<file path="src/hw/rtl/wzi_pkg.sv">
package wzi_pkg;

    // default zone table depth
    localparam int MAX_ZONES_DEF = 8;

    // payload and register widths
    localparam int POS_W      = 13;
    localparam int SCR_W      = 12;
    localparam int ZCNT_W     = 4;
    localparam int LIM_W      = 15;
    localparam int VAL_W      = 16;
    localparam int RAND_W     = 16;
    localparam int ZIDX_W     = 3;
    localparam int CFG_IDX_W  = 3;
    localparam int CFG_DATA_W = 15;

    // interpolation datapath
    localparam int ACC_W  = 30;
    localparam int DIV_DW = 28;
    localparam int DIV_VW = 13;

    // request codes
    localparam logic [1:0] REQ_QUERY   = 2'd0;
    localparam logic [1:0] REQ_PERTURB = 2'd1;
    localparam logic [1:0] REQ_SET     = 2'd2;
    localparam logic [1:0] REQ_NONE    = 2'd3;

    // register indexes
    localparam logic [CFG_IDX_W-1:0] REG_SCREEN_W     = 3'd0;
    localparam logic [CFG_IDX_W-1:0] REG_SCREEN_H     = 3'd1;
    localparam logic [CFG_IDX_W-1:0] REG_H_ZONES      = 3'd2;
    localparam logic [CFG_IDX_W-1:0] REG_V_ZONES      = 3'd3;
    localparam logic [CFG_IDX_W-1:0] REG_WIND_LIMIT   = 3'd4;
    localparam logic [CFG_IDX_W-1:0] REG_CHANGE_LIMIT = 3'd5;

    typedef struct packed {
        logic       go;
        logic [1:0] op;
        logic       ack;
    } lane_ctl_t;

    typedef struct packed {
        logic                    done;
        logic signed [VAL_W-1:0] value;
    } lane_rsp_t;

endpackage

</file>
<file path="src/hw/rtl/wzi_ram.sv">
module wzi_ram #(
    parameter int WIDTH = wzi_pkg::VAL_W,
    parameter int DEPTH = wzi_pkg::MAX_ZONES_DEF
) (
    input  logic                                 clk,
    input  logic                                 we,
    input  logic [(DEPTH > 1 ? $clog2(DEPTH) : 1)-1:0] waddr,
    input  logic [WIDTH-1:0]                     wdata,
    input  logic [(DEPTH > 1 ? $clog2(DEPTH) : 1)-1:0] raddr,
    output logic [WIDTH-1:0]                     rdata
);

    logic [WIDTH-1:0] mem [DEPTH];

    always_ff @(posedge clk)
    begin
        if (we)
        begin
            mem[waddr] <= wdata;
        end
        rdata <= mem[raddr];
    end

endmodule

</file>
<file path="src/hw/rtl/wzi_div.sv">
module wzi_div #(
    parameter int DW = wzi_pkg::DIV_DW,
    parameter int VW = wzi_pkg::DIV_VW
) (
    input  logic          clk,
    input  logic          rst_n,
    input  logic          start,
    input  logic [DW-1:0] dividend,
    input  logic [VW-1:0] divisor,
    output logic          busy,
    output logic [DW-1:0] quotient
);

    localparam int CW = $clog2(DW + 1);

    logic [DW-1:0] quo_reg;
    logic [VW:0]   rem_reg;
    logic [VW-1:0] dvs_reg;
    logic [CW-1:0] cnt_reg;
    logic          busy_reg;
    logic [VW:0]   shifted;
    logic          ge;

    // one quotient bit per cycle, restoring
    assign shifted  = {rem_reg[VW-1:0], quo_reg[DW-1]};
    assign ge       = shifted >= {1'b0, dvs_reg};
    assign busy     = busy_reg;
    assign quotient = quo_reg;

    always_ff @(posedge clk or negedge rst_n)
    begin
        if (!rst_n)
        begin
            busy_reg <= 1'b0;
            cnt_reg  <= '0;
        end
        else if (start)
        begin
            busy_reg <= 1'b1;
            cnt_reg  <= CW'(DW);
        end
        else if (busy_reg)
        begin
            cnt_reg <= cnt_reg - 1'b1;
            if (cnt_reg == CW'(1))
            begin
                busy_reg <= 1'b0;
            end
        end
    end

    always_ff @(posedge clk)
    begin
        if (start)
        begin
            quo_reg <= dividend;
            rem_reg <= '0;
            dvs_reg <= divisor;
        end
        else if (busy_reg)
        begin
            rem_reg <= ge ? (shifted - {1'b0, dvs_reg}) : shifted;
            quo_reg <= {quo_reg[DW-2:0], ge};
        end
    end

endmodule

</file>
<file path="src/hw/rtl/wzi_lane.sv">
module wzi_lane #(
    parameter int MAX_ZONES = wzi_pkg::MAX_ZONES_DEF
) (
    input  logic                                 clk,
    input  logic                                 rst_n,
    input  wzi_pkg::lane_ctl_t                   ctl,
    input  logic signed [wzi_pkg::POS_W-1:0]     pos,
    input  logic [wzi_pkg::SCR_W-1:0]            screen,
    input  logic [wzi_pkg::ZCNT_W-1:0]           zones,
    input  logic [wzi_pkg::LIM_W-1:0]            wind_limit,
    input  logic [wzi_pkg::LIM_W-1:0]            change_limit,
    input  logic [wzi_pkg::ZIDX_W-1:0]           zone_index,
    input  logic [wzi_pkg::RAND_W-1:0]           rand_sample,
    input  logic signed [wzi_pkg::VAL_W-1:0]     load_value,
    output wzi_pkg::lane_rsp_t                   rsp
);

    localparam int IW   = MAX_ZONES > 1 ? $clog2(MAX_ZONES) : 1;
    localparam int ZW   = $clog2(MAX_ZONES + 1);
    localparam int SW   = wzi_pkg::SCR_W;
    localparam int PW   = IW + SW;
    localparam int VW   = wzi_pkg::VAL_W;
    localparam int AW   = wzi_pkg::ACC_W;
    localparam int DW   = wzi_pkg::DIV_DW;
    localparam int DVW  = wzi_pkg::DIV_VW;
    localparam int LW   = wzi_pkg::LIM_W;
    localparam int RW   = wzi_pkg::RAND_W;
    localparam int MW   = RW + LW;
    localparam int CLW  = VW + 2;

    localparam logic [3:0] S_IDLE    = 4'd0;
    localparam logic [3:0] S_SIZE    = 4'd1;
    localparam logic [3:0] S_SEARCH  = 4'd2;
    localparam logic [3:0] S_RD_LO   = 4'd3;
    localparam logic [3:0] S_MUL_LO  = 4'd4;
    localparam logic [3:0] S_MUL_HI  = 4'd5;
    localparam logic [3:0] S_QSTART  = 4'd6;
    localparam logic [3:0] S_QDIV    = 4'd7;
    localparam logic [3:0] S_UPD_RD  = 4'd8;
    localparam logic [3:0] S_UPD_WR  = 4'd9;
    localparam logic [3:0] S_DONE    = 4'd10;

    logic [3:0]            state_reg;
    logic [1:0]            op_reg;
    logic [SW-1:0]         x_reg;
    logic [SW-1:0]         scr_reg;
    logic [ZW-1:0]         ze_reg;
    logic [SW-1:0]         size_reg;
    logic [IW-1:0]         i_reg;
    logic [IW-1:0]         hi_reg;
    logic [DVW-1:0]        a_reg;
    logic [DVW-1:0]        b_reg;
    logic                  exact_reg;
    logic signed [AW-1:0]  acc_reg;
    logic signed [VW-1:0]  vlo_reg;
    logic signed [VW-1:0]  res_reg;
    logic [IW-1:0]         zi_reg;
    logic [RW-1:0]         rand_reg;
    logic signed [VW-1:0]  load_reg;
    logic [MW-1:0]         prod_reg;
    logic [MAX_ZONES-1:0]  vld_reg;
    logic                  rd_vld_reg;

    logic [SW-1:0]         scr_eff;
    logic [ZW-1:0]         ze_w;
    logic [SW-1:0]         x_w;
    logic [PW-1:0]         prod_w;
    logic                  found;
    logic                  last;
    logic [PW-1:0]         b_w;
    logic [IW-1:0]         raddr;
    logic [VW-1:0]         ram_rdata;
    logic signed [VW-1:0]  rdq;
    logic                  div_start;
    logic                  div_busy;
    logic [DW-1:0]         div_dividend;
    logic [DVW-1:0]        div_divisor;
    logic [DW-1:0]         div_quo;
    logic                  neg;
    logic signed [AW-1:0]  mag;
    logic [DVW-1:0]        den;
    logic signed [CLW-1:0] delta;
    logic signed [CLW-1:0] sum_w;
    logic signed [CLW-1:0] lim_w;
    logic signed [VW-1:0]  nv;
    logic                  we;
    logic [6:0]            zi_ext;
    logic                  zok;

    // effective extent and zone count
    assign scr_eff = (screen == '0) ? SW'(1) : screen;

    always_comb
    begin
        if (zones == '0)
        begin
            ze_w = ZW'(1);
        end
        else if (32'(zones) > MAX_ZONES)
        begin
            ze_w = ZW'(MAX_ZONES);
        end
        else
        begin
            ze_w = ZW'(zones);
        end
    end

    // clamp position to the screen
    always_comb
    begin
        if (pos < 0)
        begin
            x_w = '0;
        end
        else if (pos >= $signed({1'b0, scr_eff}))
        begin
            x_w = scr_eff - 1'b1;
        end
        else
        begin
            x_w = pos[SW-1:0];
        end
    end

    assign zi_ext = 7'(zone_index);
    assign zok    = 32'(zone_index) < MAX_ZONES;

    // downward zone search, one zone per cycle
    assign prod_w = PW'(i_reg) * PW'(size_reg);
    assign found  = (i_reg == '0) || (PW'(x_reg) > prod_w);
    assign last   = (ZW'(i_reg) + ZW'(1)) == ze_reg;
    assign b_w    = last ? (PW'(scr_reg) - PW'(x_reg))
                         : (prod_w + PW'(size_reg) - PW'(x_reg));

    always_comb
    begin
        unique case (state_reg)
            S_MUL_LO: raddr = hi_reg;
            S_UPD_RD: raddr = zi_reg;
            default:  raddr = i_reg;
        endcase
    end

    // entries never written read as zero
    assign rdq = rd_vld_reg ? $signed(ram_rdata) : '0;

    assign neg = acc_reg < 0;
    assign mag = neg ? -acc_reg : acc_reg;
    assign den = a_reg + b_reg;

    assign div_start    = (state_reg == S_IDLE && ctl.go && ctl.op == wzi_pkg::REQ_QUERY)
                          || (state_reg == S_QSTART && den != '0);
    assign div_dividend = (state_reg == S_QSTART) ? DW'(mag) : DW'(scr_eff);
    assign div_divisor  = (state_reg == S_QSTART) ? den : DVW'(ze_w);

    // perturb delta and clamp
    assign delta = $signed(CLW'(prod_reg[MW-1:LW])) - $signed(CLW'(change_limit));
    assign sum_w = (op_reg == wzi_pkg::REQ_SET) ? CLW'(load_reg) : (CLW'(rdq) + delta);
    assign lim_w = $signed(CLW'(wind_limit));

    always_comb
    begin
        if (sum_w > lim_w)
        begin
            nv = VW'(lim_w);
        end
        else if (sum_w < -lim_w)
        begin
            nv = VW'(-lim_w);
        end
        else
        begin
            nv = VW'(sum_w);
        end
    end

    assign we = state_reg == S_UPD_WR;

    assign rsp.done  = state_reg == S_DONE;
    assign rsp.value = res_reg;

    wzi_div #(
        .DW(DW),
        .VW(DVW)
    ) u_div (
        .clk      (clk),
        .rst_n    (rst_n),
        .start    (div_start),
        .dividend (div_dividend),
        .divisor  (div_divisor),
        .busy     (div_busy),
        .quotient (div_quo)
    );

    wzi_ram #(
        .WIDTH(VW),
        .DEPTH(MAX_ZONES)
    ) u_ram (
        .clk   (clk),
        .we    (we),
        .waddr (zi_reg),
        .wdata (nv),
        .raddr (raddr),
        .rdata (ram_rdata)
    );

    always_ff @(posedge clk or negedge rst_n)
    begin
        if (!rst_n)
        begin
            state_reg <= S_IDLE;
            vld_reg   <= '0;
        end
        else
        begin
            if (we)
            begin
                vld_reg[zi_reg] <= 1'b1;
            end
            unique case (state_reg)
                S_IDLE:
                begin
                    if (ctl.go)
                    begin
                        if (ctl.op == wzi_pkg::REQ_QUERY)
                        begin
                            state_reg <= S_SIZE;
                        end
                        else if (zok)
                        begin
                            state_reg <= S_UPD_RD;
                        end
                        else
                        begin
                            state_reg <= S_DONE;
                        end
                    end
                end
                S_SIZE:
                begin
                    if (!div_busy)
                    begin
                        state_reg <= S_SEARCH;
                    end
                end
                S_SEARCH:
                begin
                    if (found)
                    begin
                        state_reg <= S_RD_LO;
                    end
                end
                S_RD_LO:  state_reg <= S_MUL_LO;
                S_MUL_LO: state_reg <= exact_reg ? S_DONE : S_MUL_HI;
                S_MUL_HI: state_reg <= S_QSTART;
                S_QSTART: state_reg <= (den == '0) ? S_DONE : S_QDIV;
                S_QDIV:
                begin
                    if (!div_busy)
                    begin
                        state_reg <= S_DONE;
                    end
                end
                S_UPD_RD: state_reg <= S_UPD_WR;
                S_UPD_WR: state_reg <= S_DONE;
                S_DONE:
                begin
                    if (ctl.ack)
                    begin
                        state_reg <= S_IDLE;
                    end
                end
                default:  state_reg <= S_IDLE;
            endcase
        end
    end

    always_ff @(posedge clk)
    begin
        rd_vld_reg <= vld_reg[raddr];
        unique case (state_reg)
            S_IDLE:
            begin
                op_reg   <= ctl.op;
                x_reg    <= x_w;
                scr_reg  <= scr_eff;
                ze_reg   <= ze_w;
                zi_reg   <= zi_ext[IW-1:0];
                rand_reg <= rand_sample;
                load_reg <= load_value;
                res_reg  <= '0;
            end
            S_SIZE:
            begin
                size_reg <= SW'(div_quo);
                i_reg    <= IW'(ze_reg - ZW'(1));
            end
            S_SEARCH:
            begin
                if (found)
                begin
                    a_reg     <= DVW'(PW'(x_reg) - prod_w);
                    b_reg     <= DVW'(b_w);
                    hi_reg    <= last ? '0 : IW'(i_reg + 1'b1);
                    exact_reg <= PW'(x_reg) == prod_w;
                end
                else
                begin
                    i_reg <= i_reg - 1'b1;
                end
            end
            S_MUL_LO:
            begin
                vlo_reg <= rdq;
                res_reg <= rdq;
                acc_reg <= $signed({1'b0, b_reg}) * rdq;
            end
            S_MUL_HI:
            begin
                acc_reg <= acc_reg + $signed({1'b0, a_reg}) * rdq;
            end
            S_QSTART:
            begin
                res_reg <= vlo_reg;
            end
            S_QDIV:
            begin
                if (!div_busy)
                begin
                    res_reg <= neg ? -VW'(div_quo) : VW'(div_quo);
                end
            end
            S_UPD_RD:
            begin
                prod_reg <= MW'(rand_reg) * MW'(change_limit);
            end
            S_UPD_WR:
            begin
                res_reg <= nv;
            end
            default:
            begin
            end
        endcase
    end

endmodule

</file>
<file path="config.mk">
export PLATFORM = sky130hd
export DESIGN_NAME = wzi_lane
export DESIGN_NICKNAME = d
export VERILOG_FILES = /design/src/hw/rtl/wzi_pkg.sv /design/src/hw/rtl/wzi_ram.sv /design/src/hw/rtl/wzi_div.sv /design/src/hw/rtl/wzi_lane.sv
export SDC_FILE = /design/constraint.sdc
export NUM_CORES = 2
export LEC_CHECK = 0
export ABC_AREA = 1
export BUFFER_PORTS_ARGS = -buffer_cell sky130_fd_sc_hd__buf_2
export CAP_MARGIN = 15
export CELL_PAD_IN_SITES_DETAIL_PLACEMENT = 1
export CELL_PAD_IN_SITES_GLOBAL_PLACEMENT = 1
export CORE_MARGIN = 2
export CORE_UTILIZATION = 50
export CTS_CLUSTER_SIZE = 28
export DETAILED_ROUTE_END_ITERATION = 16
export PLACE_DENSITY_LB_ADDON = 0.1
export SYNTH_ARGS = -nofsm -noshare
export SYNTH_HDL_FRONTEND = slang
export SYNTH_HIERARCHICAL = 1
export SYNTH_SLANG_ARGS = --single-unit
</file>
<file path="constraint.sdc">
create_clock -name clk -period 8.87 [get_ports clk]
set_input_delay 0.887 -clock clk [delete_from_list [all_inputs] [get_ports clk]]
set_output_delay 0.887 -clock clk [all_outputs]
set_load 0.02 [all_outputs]
</file>
==> flow_metrics.py <==
metrics = {
    "critical_path": {
        "reg2reg_depth": 19,
        "cpPeakStageDelay_ns": 0.78,
        "cp_cell_sequence": "nand2_1 > nor2_1 > fa_1 > fa_1 > fa_1 > inv_1 > fa_1 > inv_1 > fa_1 > fa_1 > ha_1 > a21oi_1 > o21ai_0 > a211oi_1 > nand3_1 > a21oi_1 > o21bai_1 > o21ai_0 > nand2_1",
        "worst_setup_path_end_kind": "flip-flop",
        "worst_setup_path_start_kind": "flip-flop",
        "worst-path-max-fanout": 18,
        "worstPathRequired_ns": 9.24,
        "path_buf_inv": 2,
        "rrSetupSlack_ns": 1.03,
        "slowest_stage": "dfxtp_1",
        "regToRegStartpoint": "rd_vld_reg",
        "crit_arrival_ns": 8.21,
        "crit_path_frequent_cell": "fa_1",
        "critPathKind": "reg -> reg",
        "path_delay_family": "adder cells",
        "reg2reg_to": "acc_reg[28]",
    },
    "global_routing": {
        "grt_start_max_net_pins": 65,
        "antenna_found_initial": 5,
        "gr-total-overflow": 0,
        "grt_pass1_wl_mm": 259,
        "grt_pass1_vias": 44800,
        "grt_usage_pct": 33.2,
    },
    "clock_network": {
        "cts_tree": "done",
        "numCtsBuffers": 52,
        "clkTransAtPathRegs_ns": 0.06,
        "cts_root_buffer": "clkbuf_16",
        "cts_resized": 0,
        "cts_buffer_depth": 3,
        "hold_buffers": 0,
        "clock-sinks": 405,
        "insertion_delay_ns": 0.69,
        "ctsHtreeMaxLevel": 2,
        "cts_setup_buffers": 0,
    },
    "detailed_routing": {
        "drt_pre_antenna_iters": 7,
        "drtAntennaViolNets": 0,
        "wl_per_cell_um": 22.6,
        "viasPerCell": 5.54,
        "vias": 40600,
        "drt_iter0_drc": 2891,
        "drt_wl_total_mm": 165,
        "drc_errors": 0,
    },
    "timing": {
        "finClkSkew_ns": 0.0590,
        "slew_viol_final": 0,
        "setup_tns_ns": 0,
        "relSlewSlack_pct": 14.6,
        "fmax_mhz": 128,
        "final_hold_viol_count": 0,
        "period_needed_ns": 7.84,
        "rsz0062_at_grt": "false",
        "final.period_utilization_pct": 88.4,
        "final-setup-viol-count": 0,
        "tightest_slew_ns": 1.28,
    },
    "run": {
        "drv_cap": 0,
    },
    "yosys": {
        "synthSimpleGateAreaFrac_pct": 18.2,
        "synth_cell_types": 67,
        "synth_top_family_by_area": "adder cells",
        "syn_area_per_cell_um2": 8.35,
        "syn-cell-area_um2": 49700,
        "synth_top_area_share_pct": 26.1,
        "async_flop_share_pct": 4.44,
        "yosysTopAreaCell": "fa_1",
        "synth_nets": 7108,
        "synthMuxAreaShare_pct": 0.0654,
        "synth_compound_area_share_pct": 7.01,
        "yosys_warnings": 6,
        "synth_xor_area_share_pct": 2.78,
        "synthesis.instances": 5957,
        "seq_area_frac_synth_pct": 23.7,
        "synthAdderAreaFrac_pct": 36.2,
        "synth_area_leaders": "fa_1, edfxtp_1, ha_1",
        "synth_edf_count": 357,
        "synth-seq-cells": 405,
        "synthFlopType": "edfxtp_1",
    },
    "floorplanning": {
        "rows": 115,
        "die_h_um": 319,
        "fp.coreArea_um2": 98400,
        "start_util_pct": 50.5,
        "die-area_um2": 102000,
        "ios": 117,
        "die_w_um": 319,
    },
    "final_layout": {
        "drive_above_1_share_pct": 6.22,
        "largest_reg_flops": 128,
        "seqCellArea_um2": 11800,
        "n_fill_cell": 12000,
        "multi_input_area_um2": 32000,
        "synthToLayoutAreaGrowth_pct": 7.32,
        "final_nets": 7156,
    },
    "placement": {
        "portBuffers": 116,
        "gp_congestion": 0.970,
        "dp_hpwl_mm": 131,
    },
    "outcome": {
        "status": "completed",
    },
    "worst_hold_path": {
        "min_path_type": "in -> async",
    },
}
## layout make-up
class	count	area share, %
Multi-Input combinational cell	4002	60.0
Clock inverter	26	0.558
Antenna cell	2	0.00938
Tap cell	1287	3.02
Inverter	1355	9.53
Clock buffer	72	2.65
Sequential cell	405	22.1
Timing Repair Buffer	189	2.14
## per-layer routing
layer,up-vias,GRT usage (%),wire (um)
li1,18400,-,-
met1,20700,43.9,70700
met2,1185,55.1,77200
met3,314,4.69,10100
met4,6,13.3,7410
met5,-,0,36
## synthesized netlist by cell type (5+ instances only)
cell type	number
nor2_2	5
buf_6	8
nor2_1	433
dfxtp_1	30
a21o_1	22
a221oi_1	12
buf_1	10
o221ai_1	5
fa_1	649
o21ai_0	199
inv_2	18
inv_1	1328
nand2_1	1329
clkinv_1	9
o211ai_1	12
a211oi_1	9
nand2_2	14
edfxtp_1	357
nand4_1	41
buf_4	7
or2_2	15
nand3_1	223
nand3_2	12
nand2_4	13
xor2_1	100
o21a_1	11
xnor2_1	58
nor3_2	5
and2_1	16
a31oi_1	22
clkbuf_1	148
nor3_1	48
o41ai_1	5
nor4_1	11
dfrtp_1	18
a21oi_1	250
o21ai_1	5
buf_2	20
ha_1	402
o21bai_1	30
o31ai_1	7
## kinds of logic (layout without fill, tap and decap cells)
group                      Yosys count  count (layout)
and+or+nand+nor                   2179            2179
buffers and inverters             1550            1642
adders and majority gates         1051            1051
AOI/OAI and AO/OA                  611             611
DFF                                405             405
xor gates and xnor gates           158             158
muxes                                3               3
other                                0               2
## stage by stage
stage | instance area, um^2 | setup WS, ns | util [%] | hold WS [ns] | cells
2_1_floorplan | 49700 | 1.92 | - | 0.419 | 5957
3_3_place_gp | 51600 | 1.35 | 52.5 | 0.437 | 7237
3_5_place_dp | 51600 | 1.16 | 52.5 | 0.442 | 7237
4_1_cts | 53300 | 1.05 | 54.2 | 0.138 | 7335
5_1_grt | 53400 | 0.615 | 54.2 | 0.177 | 7337
6_report | 53400 | 1.03 | 54.2 | 0.158 | 7338
## worst reg2reg max path, stage by stage (launching register included)
cell and delay (ns):
dfxtp_1 0.78, nand2_1 0.65, nor2_1 0.47, fa_1 0.55, fa_1 0.76, fa_1 0.63, inv_1 0.05, fa_1 0.48
inv_1 0.06, fa_1 0.56, fa_1 0.45, ha_1 0.37, a21oi_1 0.30, o21ai_0 0.16, a211oi_1 0.25, nand3_1 0.20
a21oi_1 0.18, o21bai_1 0.09, o21ai_0 0.43, nand2_1 0.09
## placed cells by master, fill, tap and decap left out, drive strengths merged, types with 22 or more instances in the layout
cell    count
nand2    1356
inv      1353
fa        649
nor2      441
ha        402
edfxtp    357
a21oi     254
nand3     236
o21ai     206
buf       189
xor2      100
clkbuf     72
xnor2      58
nor3       53
nand4      42
o21bai     30
dfxtp      30
clkinv     24
a31oi      22
a21o       22
## how the worst max path moves through the flow
stage | from | endpoint | slack (ns) | cells after the start
4_1_cts | rd_vld_reg | acc_reg[28] | 1.05 | 19
3_3_place_gp | rd_vld_reg | acc_reg[28] | 1.35 | 19
3_5_place_dp | rd_vld_reg | acc_reg[28] | 1.16 | 19
5_1_grt | rd_vld_reg | acc_reg[27] | 0.62 | 20
6_report | rd_vld_reg | acc_reg[28] | 1.03 | 19
2_1_floorplan | a_reg[0] | acc_reg[22] | 1.92 | 28
Power is not shown: default switching activity piles up to over one toggle a cycle in this logic, so the estimate is an artifact.
